<file path="src/rtl/core/pwb_pkg.sv">
// ----------------------------------------------------------------------------
// pwb_pkg: shared types and constants of the perspective warp core
// Holds the coefficient register codes, their reset values and the request
// record that travels from the front end to the back end.
// ----------------------------------------------------------------------------
package pwb_pkg;

    // Fixed field widths of the request and result records.
    localparam int NUM_REGS    = 8;
    localparam int COEF_BITS   = 32;
    localparam int POS_BITS    = 12;
    localparam int SAMP_MAX    = 16;
    localparam int NUM_CH      = 3;
    localparam int REG_IDX_BITS = 3;

    // Projection arithmetic widths.
    localparam int PROD_BITS   = 45;
    localparam int SUM_BITS    = 46;
    localparam int DEN_BITS    = 45;
    localparam int PRE_SHIFT   = 14;
    localparam int W_ONE_SHIFT = 30;

    // Input request queue.
    localparam int QUEUE_DEPTH = 4;

    // Coefficient register indexes.
    localparam logic [REG_IDX_BITS-1:0] REG_U_X = 3'd0;
    localparam logic [REG_IDX_BITS-1:0] REG_U_Y = 3'd1;
    localparam logic [REG_IDX_BITS-1:0] REG_U_C = 3'd2;
    localparam logic [REG_IDX_BITS-1:0] REG_V_X = 3'd3;
    localparam logic [REG_IDX_BITS-1:0] REG_V_Y = 3'd4;
    localparam logic [REG_IDX_BITS-1:0] REG_V_C = 3'd5;
    localparam logic [REG_IDX_BITS-1:0] REG_W_X = 3'd6;
    localparam logic [REG_IDX_BITS-1:0] REG_W_Y = 3'd7;

    // Request opcodes.
    localparam logic OP_WRITE   = 1'b0;
    localparam logic OP_PROJECT = 1'b1;

    typedef logic [COEF_BITS-1:0] coef_t;
    typedef coef_t [NUM_REGS-1:0] coef_bank_t;

    // Reset values: identity mapping, unit scale on u and v.
    localparam coef_bank_t COEF_RESET = {
        32'd0, 32'd0, 32'd0, 32'd65536, 32'd0, 32'd0, 32'd0, 32'd65536
    };

    // One queued request.
    typedef struct packed {
        logic                                is_write;
        logic [POS_BITS-1:0]                 x;
        logic [POS_BITS-1:0]                 y;
        logic [NUM_CH-1:0][SAMP_MAX-1:0]     samp;
    } item_t;

endpackage

</file>
<file path="src/rtl/core/pwb_front.sv">
// ----------------------------------------------------------------------------
// pwb_front: request intake and classification
// Accepts requests, drops writes that fall outside the source image and
// queues the rest in order for the back end.
// ----------------------------------------------------------------------------
module pwb_front #(
    parameter int SRC_WIDTH  = 256,
    parameter int SRC_HEIGHT = 256
) (
    input  logic                                                clk,
    input  logic                                                rst_n,
    input  logic                                                in_valid,
    output logic                                                in_ready,
    input  logic                                                opcode,
    input  logic [pwb_pkg::POS_BITS-1:0]                        pos_x,
    input  logic [pwb_pkg::POS_BITS-1:0]                        pos_y,
    input  logic [pwb_pkg::NUM_CH-1:0][pwb_pkg::SAMP_MAX-1:0]   samp_in,
    output logic                                                q_valid,
    output pwb_pkg::item_t                                      q_item,
    input  logic                                                q_pop
);

    localparam int DEPTH = pwb_pkg::QUEUE_DEPTH;
    localparam int PW    = $clog2(DEPTH);
    localparam int CW    = pwb_pkg::POS_BITS + 1;

    logic [PW-1:0]  wr_ptr_reg;
    logic [PW-1:0]  rd_ptr_reg;
    logic [PW:0]    count_reg;
    logic [PW:0]    count_next;
    pwb_pkg::item_t slot_reg [DEPTH];
    pwb_pkg::item_t item;
    logic           accept;
    logic           outside;
    logic           push;

    // Classify the request: a write outside the image has no effect.
    assign outside = (CW'(pos_x) >= CW'(SRC_WIDTH)) || (CW'(pos_y) >= CW'(SRC_HEIGHT));
    assign accept  = in_valid && in_ready;
    assign push    = accept && !((opcode == pwb_pkg::OP_WRITE) && outside);
    assign in_ready = (count_reg != (PW+1)'(DEPTH));

    always_comb
    begin
        item.is_write = (opcode == pwb_pkg::OP_WRITE);
        item.x        = pos_x;
        item.y        = pos_y;
        item.samp     = samp_in;
    end

    // Queue occupancy and pointers.
    always_comb
    begin
        count_next = count_reg;
        if (push && !q_pop)
        begin
            count_next = count_reg + (PW+1)'(1);
        end
        else if (!push && q_pop)
        begin
            count_next = count_reg - (PW+1)'(1);
        end
    end

    always_ff @(posedge clk or negedge rst_n)
    begin
        if (!rst_n)
        begin
            wr_ptr_reg <= '0;
            rd_ptr_reg <= '0;
            count_reg  <= '0;
        end
        else
        begin
            count_reg <= count_next;
            if (push)
            begin
                wr_ptr_reg <= wr_ptr_reg + PW'(1);
            end
            if (q_pop)
            begin
                rd_ptr_reg <= rd_ptr_reg + PW'(1);
            end
        end
    end

    // Queue storage.
    always_ff @(posedge clk)
    begin
        if (push)
        begin
            slot_reg[wr_ptr_reg] <= item;
        end
    end

    assign q_valid = (count_reg != '0);
    assign q_item  = slot_reg[rd_ptr_reg];

endmodule

</file>
<file path="config.mk">
export PLATFORM = sky130hd
export DESIGN_NAME = pwb_front
export DESIGN_NICKNAME = d
export VERILOG_FILES = /design/src/rtl/core/pwb_pkg.sv /design/src/rtl/core/pwb_front.sv
export SDC_FILE = /design/constraint.sdc
export NUM_CORES = 1
export LEC_CHECK = 0
export BUFFER_PORTS_ARGS = -buffer_cell sky130_fd_sc_hd__buf_4
export CAP_MARGIN = 20
export CORE_ASPECT_RATIO = 0.75
export CORE_MARGIN = 4
export CORE_UTILIZATION = 56
export DETAILED_ROUTE_END_ITERATION = 16
export GPL_TIMING_DRIVEN = 0
export PLACE_DENSITY = 0.83
export SYNTH_ARGS = -nofsm -noshare
export SYNTH_HDL_FRONTEND = slang
export SYNTH_SLANG_ARGS = --single-unit
</file>
<file path="constraint.sdc">
create_clock -name clk -period 3.18 [get_ports clk]
set_input_delay 0.159 -clock clk [delete_from_list [all_inputs] [get_ports clk]]
set_output_delay 0.159 -clock clk [all_outputs]
set_load 0.005 [all_outputs]
</file>
# Word level (Yosys, flattened, before mapping)
# Memory sizes are Yosys's and may differ from the RTL's.
# Cells that the tools add are included.
# Widths: inputs -> output; s select.
[totals]
reg_bits = 7
word_cells = 27
mem_count = 1
ramBits = 292
[op_classes]
add_sub_neg = 4
eq_ne = 1
muxes = 4
bitwise = 1
n_reduce_logical = 11
order_cmp = 2
[mem_list]
columns = ["name", "words", "word_bits", "rd", "rd_clocked_by_memory_dff", "write_ports", "line", "rtl"]
rows = [
  ["slot_reg", 4, 73, 1, 0, 1, "pwb_front.sv:31", "pwb_pkg::item_t slot_reg [DEPTH];"],
]
[op_table]
columns = ["operator", "n"]
rows = [
  ["$ge 12x9->1 const B", 2],
  ["$mux 3", 2],
  ["$logic_and 1x1->1", 5],
  ["$add 2x1->2 const B", 2],
  ["$add 3x1->3 const B", 1],
  ["$logic_not 1->1", 3],
  ["$ne 3x3->1 const B", 1],
  ["$reduce_bool 3->1", 1],
  ["$sub 3x1->3 const B", 1],
  ["$mux 1", 2],
  ["$reduce_bool 2->1", 1],
  ["$logic_or 1x1->1", 1],
  ["$not 1->1", 1],
]

# Logic depth before layout (Yosys ltp)
# Gate-level depths: netlist (run 1).
[depth]
depth_word = 9
ltp_mapped = 9
mapped_depth_nobuf = 9

# Worst setup path before layout (run 1)
# No wires, ideal clock.
[synth_path]
path_kind = "register -> register"
startpoint = "register count_reg[2]"
endpoint = "memory slot_reg[0][0] (netlist name) (enable)"
synth_period_minus_slack_ns = 2.202
setup_slack_ns = 0.978
t_required_ns = 2.781
path_stages_with_launch = 5
arrival_ns = 1.803
setup_ns = 0.399
path_cell_list = "dfrtp_1 > or3b_4 > nand2_2 > nor2_4 > and2_2"
[synth_between]
elab_chain_cells = 5
[synth_rtl]
columns = ["item", "line", "rtl"]
rows = [
  ["from (decl)", "pwb_front.sv:29", "logic [PW:0] count_reg;"],
  ["from (signal assigned)", "pwb_front.sv:75", "count_reg <= count_next;"],
  ["$ne 3x3->1", "pwb_front.sv:41", "assign in_ready = (count_reg != (PW+1)'(DEPTH));"],
  ["via in_ready", "pwb_front.sv:13", "output logic in_ready,"],
  ["$logic_and 1x1->1", "pwb_front.sv:39", "assign accept = in_valid && in_ready;"],
  ["$logic_and 1x1->1", "pwb_front.sv:40", "assign push = accept && !((opcode == pwb_pkg::OP_WRITE) && outside);"],
  ["via push", "pwb_front.sv:35", "logic push;"],
  ["$mux 1", "pwb_front.sv:90", "if (push)"],
  ["$mux 1 (not written as such)", "pwb_front.sv:92", "slot_reg[wr_ptr_reg] <= item;"],
  ["to (decl)", "pwb_front.sv:31", ""],
]
# The timed path passes the listed nets, and every way through them passes these cells.

# Worst setup path after layout (run 1)
[layout_path]
startpoint = "input port pos_x[11] (netlist name)"
endpoint = "memory slot_reg[2][66] (netlist name) (enable)"
[layout_between]
elab_chain_cells = 7
[layout_rtl]
columns = ["item", "line", "rtl"]
rows = [
  ["from (decl)", "pwb_front.sv:15", "input logic [pwb_pkg::POS_BITS-1:0] pos_x,"],
  ["$ge 12x9->1", "pwb_front.sv:38", "assign outside = (CW'(pos_x) >= CW'(SRC_WIDTH)) || (CW'(pos_y) >= CW'(SRC_HEIGHT));"],
  ["$logic_or 1x1->1", "pwb_front.sv:38", ""],
  ["$logic_and 1x1->1", "pwb_front.sv:40", ""],
  ["$logic_not 1->1", "pwb_front.sv:40", ""],
  ["$logic_and 1x1->1", "pwb_front.sv:40", ""],
  ["via push", "pwb_front.sv:35", ""],
  ["$mux 1", "pwb_front.sv:90", ""],
  ["$mux 1 (not written as such)", "pwb_front.sv:92", ""],
]
# The timed path passes the listed nets, and every way through them passes these cells.

==> key figures, run 1 <==
Logic synthesis
  – Mapped Avg Cell Area: 26.12 µm²
  – #FFs+latches synth: between 200 and 300
  – Top cells by area, synth: edfxtp_1 (80%), mux4_2 (15%), dfrtp_1 (1.6%)
  – Syn nets: ~500
  – Synthesized cell area: around 0.011 mm²
  – Top-area cell type share of the netlist area: between 70% and 80%
  – Post-synth ARST share: roughly 2.3%
  – Most frequent cell after synthesis: edfxtp_1
  – Ys flop type: edfxtp_1
  – Area leader, netlist: edfxtp_1
  – Ys Warns: 0
  – Number of synthesized flops with an enable pin: 292
  – Synth top cells by count: edfxtp_1 (292), mux4_2 (73), buf_2 (9), dfrtp_1 (7)
  – Post-synthesis sequential area ratio: about four fifths
  – Synth Instances: 420
  – Count of cell types in the netlist: 23

Critical path
  – Worst Path Class, Setup: input pin to flip-flop
  – Crit path largest cell delay: roughly 0.57 ns
  – Reg-to-reg endpoint: slot_reg[2][66]
  – Required @ worst endpoint: 3.38 ns
  – Worst EP arrival: approximately 2.5 ns
  – CP startpoint: pos_x[11]
  – CP endpoint: slot_reg[2][66]
  – Worst-path cell chain: dlygate4sd3_1 -> buf_4 -> nor4_1 -> a21oi_1 -> nor2_4 -> and2_4 -> buf_12
  – Crit. End Element: flip-flop
  – Crit path launch type: input pin
  – Critical path fanouts, max: 38
  – Setup slack, reg-to-reg: approximately 1.0 ns
  – Critical-path top delay cell: and2_4
  – Worst-case reg-to-reg path depth: 5
  – Worst reg2reg path startpoint: count_reg[2]

GRT
  – First-pass GRT wire length: 32.71 mm
  – Vias in the first global route: a little under 6k
  – Pin count of the biggest net entering global routing: 40
  – Initial antenna violation count: 0
  – Tot GR Track Use: 19.50%
  – Gr ovfl total: 0

Timing
  – Clock Skew: between 0.008 and 0.009 ns
  – Fmax: between 400 and 500 MHz
  – Hold Fails Final Rpt: 0
  – Setup total negative slack: 0 ns
  – Final setup fails: 0
  – Slew Limit Headroom: a little under three fifths
  – Fin crit share: about three quarters
  – Min cycle time layout: roughly 2.3 ns
  – RSZ-0062 raised after global routing: no
  – Slew @ Worst Pin: ~0.64 ns
  – Slew Limit Fails: 0

Clocking
  – Clock slew at reported path FFs: ~0.060 ns
  – CTS tree: yes
  – Setup Fix Bufs, Post-CTS: 0
  – Worst skew pair latency: 0.52 ns
  – CTS H-Tree Depth: 1
  – Post-CTS Resized: 0
  – Total CTS buffers: 28
  – Clock Path Buffers: 3
  – Root Buffer: clkbuf_16
  – CTS Sinks: between 200 and 300

Outcome
  – Status: finished clean

Floorplanning
  – Row Count: 44
  – IO Pins: ~150
  – Die ar.: approximately 0.022 mm²
  – Core area: about 0.019 mm²
  – Die width: approximately 170 µm
  – Initial Util: a little under three fifths
  – Die height: roughly 130 µm

Detailed routing
  – Remaining DRCs: 0
  – DR WL/cell: 22.20 µm
  – Via density per instance: between 5 and 6
  – Detail Route Antenna Nets: 0
  – Final WL: 21.22 mm
  – DRT iter0 DRCs: about 460
  – Via count: about 5.3k
  – Drt pass-1 iters: 4

Cells and area
  – Ant. Diodes: 0
  – Final #Nets: between 700 and 800
  – Multi-input logic area: between 0.0015 and 0.002 mm²
  – FF+latch area: a little under 0.009 mm²
  – Area Overhead vs Synth: 29.11%
  – Layout filler cell count: approximately 1.1k
  – Share of layout cells above drive strength 1: around 41%
  – Number of flip-flops under the largest register name: 292

Power
  – Power Density: just over 800 mW/mm²
  – VDD IR max: approximately 0.00065 V
  – Total design power: 11.50 mW
  – Pleak: about 4.9 nW

Placed design
  – HPWL after DPL: 12.61 mm
  – Port buffer count: approximately 150
  – Routability cong.: approximately 0.78

Min path
  – Hold Crit Class: input pin to flip-flop

Job
  – Max cap viols: 0
[stage by stage]
stage / util [%] / std cells / worst slack [ns] / hold WS, ns / cell area, µm²
detailed placement: 64.76 / 828 / 0.8201 / -0.02229 / 12510
CTS: 73.31 / 956 / 0.7792 / 0.01375 / 14170
global route: 73.31 / 956 / 0.6719 / 0.04535 / 14170
global placement: 64.28 / 824 / 0.1504 / -0.02602 / 12420
floorplan: - / 420 / 0.9783 / -0.1366 / 10970
finish: 73.31 / 956 / 0.8433 / 0.05199 / 14170
[how the worst min path moves through the flow]
stage	start	to	cells after the start
2_1_floorplan	rst_n	count_reg[0]	0
3_3_place_gp	rst_n	count_reg[2]	1
3_5_place_dp	rst_n	count_reg[2]	1
4_1_cts	in_valid	wr_ptr_reg[0]	4
5_1_grt	in_valid	wr_ptr_reg[0]	4
6_report	in_valid	wr_ptr_reg[0]	4
[worst max-delay path: cells and delay by family]
kind	cells	cell delay (ns)
buffers and inverters	3	1.00
AO/OA/AOI/OAI	1	0.16
AND/OR/NAND/NOR	3	1.17
[layer usage]
metal	global-route usage [%]	routed length, µm
met1	27.44	8788
met2	32.80	10630
met3	3.812	1454
met4	4.070	353
met5	0	0
[cell usage in the layout, fill, tap and decap left out, drive strengths merged]
cell type / netlist / routed
ha: 5 / 5
xor2: 3 / 3
buf: 15 / 170
mux2: 2 / 2
dfrtp: 7 / 7
nor2: 2 / 2
clkbuf: 1 / 44
nor4: 2 / 2
a21oi: 1 / 1
mux4: 73 / 73
clkinv: 0 / 7
or3: 1 / 1
inv: 5 / 5
or3b: 1 / 1
edfxtp: 292 / 292
nand2: 2 / 2
and2: 4 / 4
fa: 1 / 1
bufinv: 0 / 2
dlygate4sd3: 0 / 76
xnor2: 3 / 3
[repair_timing]
action,CTS,global route
endpoints found under the hold margin,301,0
endpoints found under the setup margin,0,0
hold buffers,76,0
[area by class of cell]
cell class,instances,area share [%]
Clock buffer,43,5.635
Timing Repair Buffer,231,13.99
Clock inverter,9,0.6536
Inverter,5,0.1325
Sequential cell,299,63.13
Tap cell,253,2.235
Buffer,16,0.7949
Multi-Input combinational cell,100,13.43
[power breakdown]
part | total [mW] | switching (mW) | internal [mW]
Combinational | 3.36 | 1.48 | 1.88
Clock | 3.20 | 1.32 | 1.89
Sequential | 4.94 | 0.133 | 4.81
Total | 11.5 | 2.93 | 8.57
[cell families (layout without fill, tap and decap cells)]
logic type	after synthesis	after routing	share of synthesized area, %
AO/OA/AOI/OAI	1	1	0.04557
adder cells (fa/ha/maj)	6	6	0.7527
AND/OR/NAND/NOR	12	12	0.7868
buffers and inverters	21	304	1.197
flip-flops	299	299	81.51
XOR/XNOR	6	6	0.4790
multiplexers	75	75	15.22
Power figures use the tool's default switching activity.
==> run 2, diff against run 1 <==
Clock period 3.18 ns to 2.34 ns, I/O delays scaled along.
==> key figures, run 2 (synthesis gave the netlist of run 1 again) <==
Floorplanning
  – Die width: 169.6 µm
  – Die ar.: ~0.022 mm²
  – Row Count: 44
  – Core area: roughly 0.019 mm²
  – IO Pins: roughly 150
  – Initial Util: 56.78%
  – Die height: around 130 µm

Min path
  – WHS Path Cells: 2
  – Hold Crit Class: input pin to flip-flop

Critical path
  – Reg-to-reg endpoint: count_reg[1]
  – Worst EP arrival: about 2.1 ns
  – Crit. End Element: primary output
  – Worst-case reg-to-reg path depth: 7
  – Worst Path Class, Setup: flip-flop to primary output
  – Required @ worst endpoint: 2.22 ns
  – Setup slack, reg-to-reg: approximately 0.27 ns
  – Crit path launch type: flip-flop
  – CP startpoint: rd_ptr_reg[0]
  – Worst reg2reg path startpoint: count_reg[1]
  – Critical path fanouts, max: 10
  – CP endpoint: q_item[48]

Cells and area
  – Most frequent cells in the layout: edfxtp_1 (292), buf_4 (154), dlygate4sd3_1 (77), mux4_2 (73), clkbuf_16 (29)
  – Multi-input logic area: 0.001938 mm²
  – Most common cell after layout, fill and taps aside: edfxtp_1
  – Non-filler instance count after layout: 964
  – Final #Nets: a little under 800
  – Area Overhead vs Synth: 29.78%
  – Final instance area: roughly 0.014 mm²
  – Layout Utilization: about three quarters
  – Layout filler cell count: 1057
  – FF+latch area: 0.008944 mm²
  – Number of flip-flops under the largest register name: between 200 and 300
  – Ant. Diodes: 0
  – Share of layout cells above drive strength 1: 42.05%

Power
  – Power Density: between 1000 and 1500 mW/mm²
  – Pleak: 4.954 nW
  – VDD IR max: 0.0008782 V

Outcome
  – Status: finished clean

Timing
  – Fmax: between 400 and 500 MHz
  – Final setup fails: 0
  – Fin crit share: 95.52%
  – RSZ-0062 raised after global routing: no
  – Slew Limit Fails: 0
  – Slew Limit Headroom: between 50 and 60%
  – Min cycle time layout: roughly 2.2 ns
  – Hold Fails Final Rpt: 0
  – Slew @ Worst Pin: between 0.6 and 0.7 ns
  – Clock Skew: around 0.0099 ns

Placed design
  – Routability cong.: about 0.78
  – Placed cell areas: 0.01251 mm²
  – Placed Cells: 828
  – Port buffer count: around 150
  – HPWL after DPL: around 13 mm

Clocking
  – CTS tree: yes
  – Worst skew pair latency: between 0.5 and 0.6 ns
  – Clock slew at reported path FFs: approximately 0.06 ns
  – CTS Sinks: between 200 and 300
  – Root Buffer: clkbuf_16
  – CTS H-Tree Depth: 1
  – Total CTS buffers: 28
  – Clock Path Buffers: 3

GRT
  – First-pass GRT wire length: 32.83 mm
  – Tot GR Track Use: between 10% and 20%
  – Vias in the first global route: 5817
  – Initial antenna violation count: 0
  – Gr ovfl total: 0
  – Pin count of the biggest net entering global routing: 40

Job
  – Max cap viols: 0

Detailed routing
  – DRT iter0 DRCs: 466
  – Via density per instance: ~5.6
  – Final WL: about 22 mm
  – DR WL/cell: approximately 23 µm
  – Via count: between 5k and 6k
  – Detail Route Antenna Nets: 0
  – Drt pass-1 iters: 4
  – Remaining DRCs: 0
run 2: cell type report:
class                      instances  area share (%)
tap                              253           2.223
buffer                            16          0.8172
clock buffer                      43           5.606
clock inverter                     9          0.6503
timing repair buffer             235           14.15
sequential                       299           62.81
inverter                           5          0.1318
multi-input combinational        104           13.61
run 2: critical path: stages (launching register included):
cell and delay (ns):
dfrtp_1 0.43, buf_6 0.22, buf_6 0.22, mux4_2 0.57, buf_4 0.16
run 2: worst min-delay path by stage:
stage,to,startpoint,slack (ns)
after floorplan,count_reg[0],rst_n,-0.18
after global placement,count_reg[2],rst_n,-0.07
after detailed placement,count_reg[2],rst_n,-0.06
after CTS,slot_reg[3][65],pos_x[5],0.31
after global routing,slot_reg[2][42],samp_in[42],0.32
final,slot_reg[3][42],samp_in[42],0.34
run 2: stage by stage:
stage / TNS (ns) / hold slack [ns] / power, mW / worst slack, ns
3_5_place_dp: 0 / -0.06429 / 11.36 / 0.02208
2_1_floorplan: 0 / -0.1786 / 9.250 / 0.1383
3_3_place_gp: -185.45 / -0.06802 / 11.17 / -0.6476
5_1_grt: 0 / 0.3232 / 16.43 / 0.00007172
4_1_cts: 0 / 0.3110 / 15.83 / 0.01792
6_report: 0 / 0.3401 / 15.71 / 0.1049
run 2: metal layers:
metal / track usage [%] / wire length [µm] / share of wire (%)
met2: 32.91 / 10970 / 50
met3: 3.965 / 1576 / 7.2
met4: 4.070 / 313 / 1.4
met1: 27.52 / 9177 / 42
met5: 0 / 0 / 0
run 2: what timing repair did:
| item | in CTS | in global routing |
|---|---|---|
| setup endpoints to repair | 1 | 155 |
| gates resized for setup | 1 | 1 |
| cloned | 0 | 4 |
| pin swaps | 0 | 5 |
| hold buffers | 77 | 0 |
| buffers inserted | 0 | 3 |
| endpoints found under the hold margin | 302 | 0 |
run 2: power breakdown:
part / switching [mW] / leakage [nW] / internal [mW]
Sequential: 0.185 / 2.73 / 6.53
Combinational: 2.06 / 1.79 / 2.58
Clock: 1.78 / 0.437 / 2.56
Total: 4.03 / 4.95 / 11.7
==> run 3, diff against run 2 <==
Settings changed: MAX_ROUTING_LAYER set to met4.
==> key figures, run 3 (synthesis gave the netlist of run 1 again) <==
Outcome
  – Status: finished clean

Power
  – Power Density: about 1100 mW/mm²
  – VDD IR max: just under 0.0009 V
  – Total design power: ~16 mW
  – Pleak: 4.954 nW

Timing
  – Final setup fails: 0
  – Hold Fails Final Rpt: 0
  – Slew Limit Fails: 0
  – Slew @ Worst Pin: between 0.6 and 0.7 ns
  – Fin crit share: around 96%
  – Min Hold Slack: 0.3405 ns
  – Min cycle time layout: approximately 2.2 ns
  – Clock Skew: 0.007618 ns
  – Fmax: about 450 MHz
  – RSZ-0062 raised after global routing: no
  – Slew Limit Headroom: roughly 57%

Critical path
  – Critical path fanouts, max: 10
  – Crit path launch type: flip-flop
  – Crit. End Element: primary output
  – Required @ worst endpoint: ~2.2 ns
  – Worst EP arrival: between 2 and 2.5 ns
  – Worst-case reg-to-reg path depth: 7
  – Worst Path Class, Setup: flip-flop to primary output

Placed design
  – Routability cong.: around 0.79
  – Port buffer count: 151
  – HPWL after DPL: about 13 mm

GRT
  – Met1 Use GR: ~28%
  – Tot GR Track Use: 20.23%
  – Initial antenna violation count: 0
  – GR Util met3: between 3 and 4%
  – Pin count of the biggest net entering global routing: 40
  – Met2 usage: roughly 33%
  – Vias in the first global route: 5826
  – First-pass GRT wire length: ~33 mm
  – Gr ovfl total: 0
  – GR peak layer: met2

Clocking
  – Total CTS buffers: 28
  – CTS Sinks: 299
  – CTS H-Tree Depth: 1
  – Root Buffer: clkbuf_16
  – Clock Path Buffers: 3
  – Clock slew at reported path FFs: 0.06 ns
  – CTS tree: yes
  – Worst skew pair latency: ~0.52 ns

Floorplanning
  – Initial Util: 56.78%
  – Die width: 169.6 µm
  – IO Pins: ~150
  – Die height: around 130 µm
  – Die ar.: ~0.022 mm²
  – Row Count: 44
  – Core area: between 0.015 and 0.02 mm²

Detailed routing
  – Detail Route Antenna Nets: 0
  – DR WL/cell: about 23 µm
  – Remaining DRCs: 0
  – Final WL: roughly 22 mm
  – Via density per instance: approximately 5.6
  – Via count: roughly 5.4k
  – DRT iter0 DRCs: 510
  – Drt pass-1 iters: 4

Min path
  – Hold Crit Class: input pin to flip-flop
  – WHS Path Cells: 2

Cells and area
  – Ant. Diodes: 0
  – Area Overhead vs Synth: 29.78%
  – Most frequent cells in the layout: edfxtp_1 (292), buf_4 (154), dlygate4sd3_1 (77), mux4_2 (73), clkbuf_16 (29)
  – Final #Nets: ~770
  – Most common cell after layout, fill and taps aside: edfxtp_1
  – Number of flip-flops under the largest register name: roughly 290
  – Share of layout cells above drive strength 1: a little over two fifths

Job
  – Max cap viols: 0
[run 3: cell counts in the layout (fill, tap and decap cells not counted)]
Identical to the previous run, type by type.
[run 3: worst max-delay path, stage by stage, from the launching register on]
cell and delay, ns:
dfrtp_1 0.44, buf_2 0.41, mux4_2 0.60, buf_4 0.16
[run 3: path summary, 6_finish.rpt]
| kind | from | end | slack [ns] |
|---|---|---|---|
| max in group asynchronous | rst_n | wr_ptr_reg[0] | 1.50 |
| min in group asynchronous | rst_n | count_reg[1] | 0.59 |
| setup / recovery | rd_ptr_reg[0] | q_item[17] | 0.1 |
| setup reg to reg | count_reg[1] | count_reg[1] | 0.27 |
| hold / removal | pos_x[5] | slot_reg[2][65] | 0.34 |
| hold reg to reg | count_reg[2] | count_reg[2] | 0.53 |
[run 3: layer usage]
layer / wire (µm) / vias to the layer above / share of wire [%]
li1: - / 2341 / -
met1: 9309 / 2786 / 42
met2: 10870 / 197 / 49
met3: 1532 / 36 / 6.9
met4: 348 / 0 / 1.6
met5: 0 / - / 0
[run 3: through the flow]
step	area (µm²)	util, %	std cells	setup slack (ns)	TNS, ns
floorplan	10970	-	420	0.1383	0
global placement	12420	64.28	824	-0.6476	-185.45
detailed placement	12510	64.76	828	0.02208	0
CTS	14180	73.38	957	0.01792	0
global route	14240	73.69	964	0.00006706	0
finish	14240	73.69	964	0.09647	0
[run 3: where the power goes]
group	leakage (nW)	internal (mW)	switching, mW
Sequential	2.73	6.53	0.185
Clock	0.437	2.56	1.79
Combinational	1.79	2.58	2.07
[run 3: what timing repair did]
item                                    in CTS  in global routing
gates cloned                                 0                  4
gates resized for setup                      1                  1
pin swaps                                    0                  5
endpoints found under the setup margin       1                155
hold buffers                                77                  0
hold endpoints to repair                   302                  0
buffers inserted                             0                  3
[run 3: area by class of cell]
type,instances,area (µm²)
well taps,253,316.6
repair buffers,235,2014
clock buffers,43,798.3
inverters,5,18.77
clock inverters,9,92.59
plain buffers,16,116.4
fillers,1057,5085
flip-flops and latches,299,8944
multi-input cells,104,1938
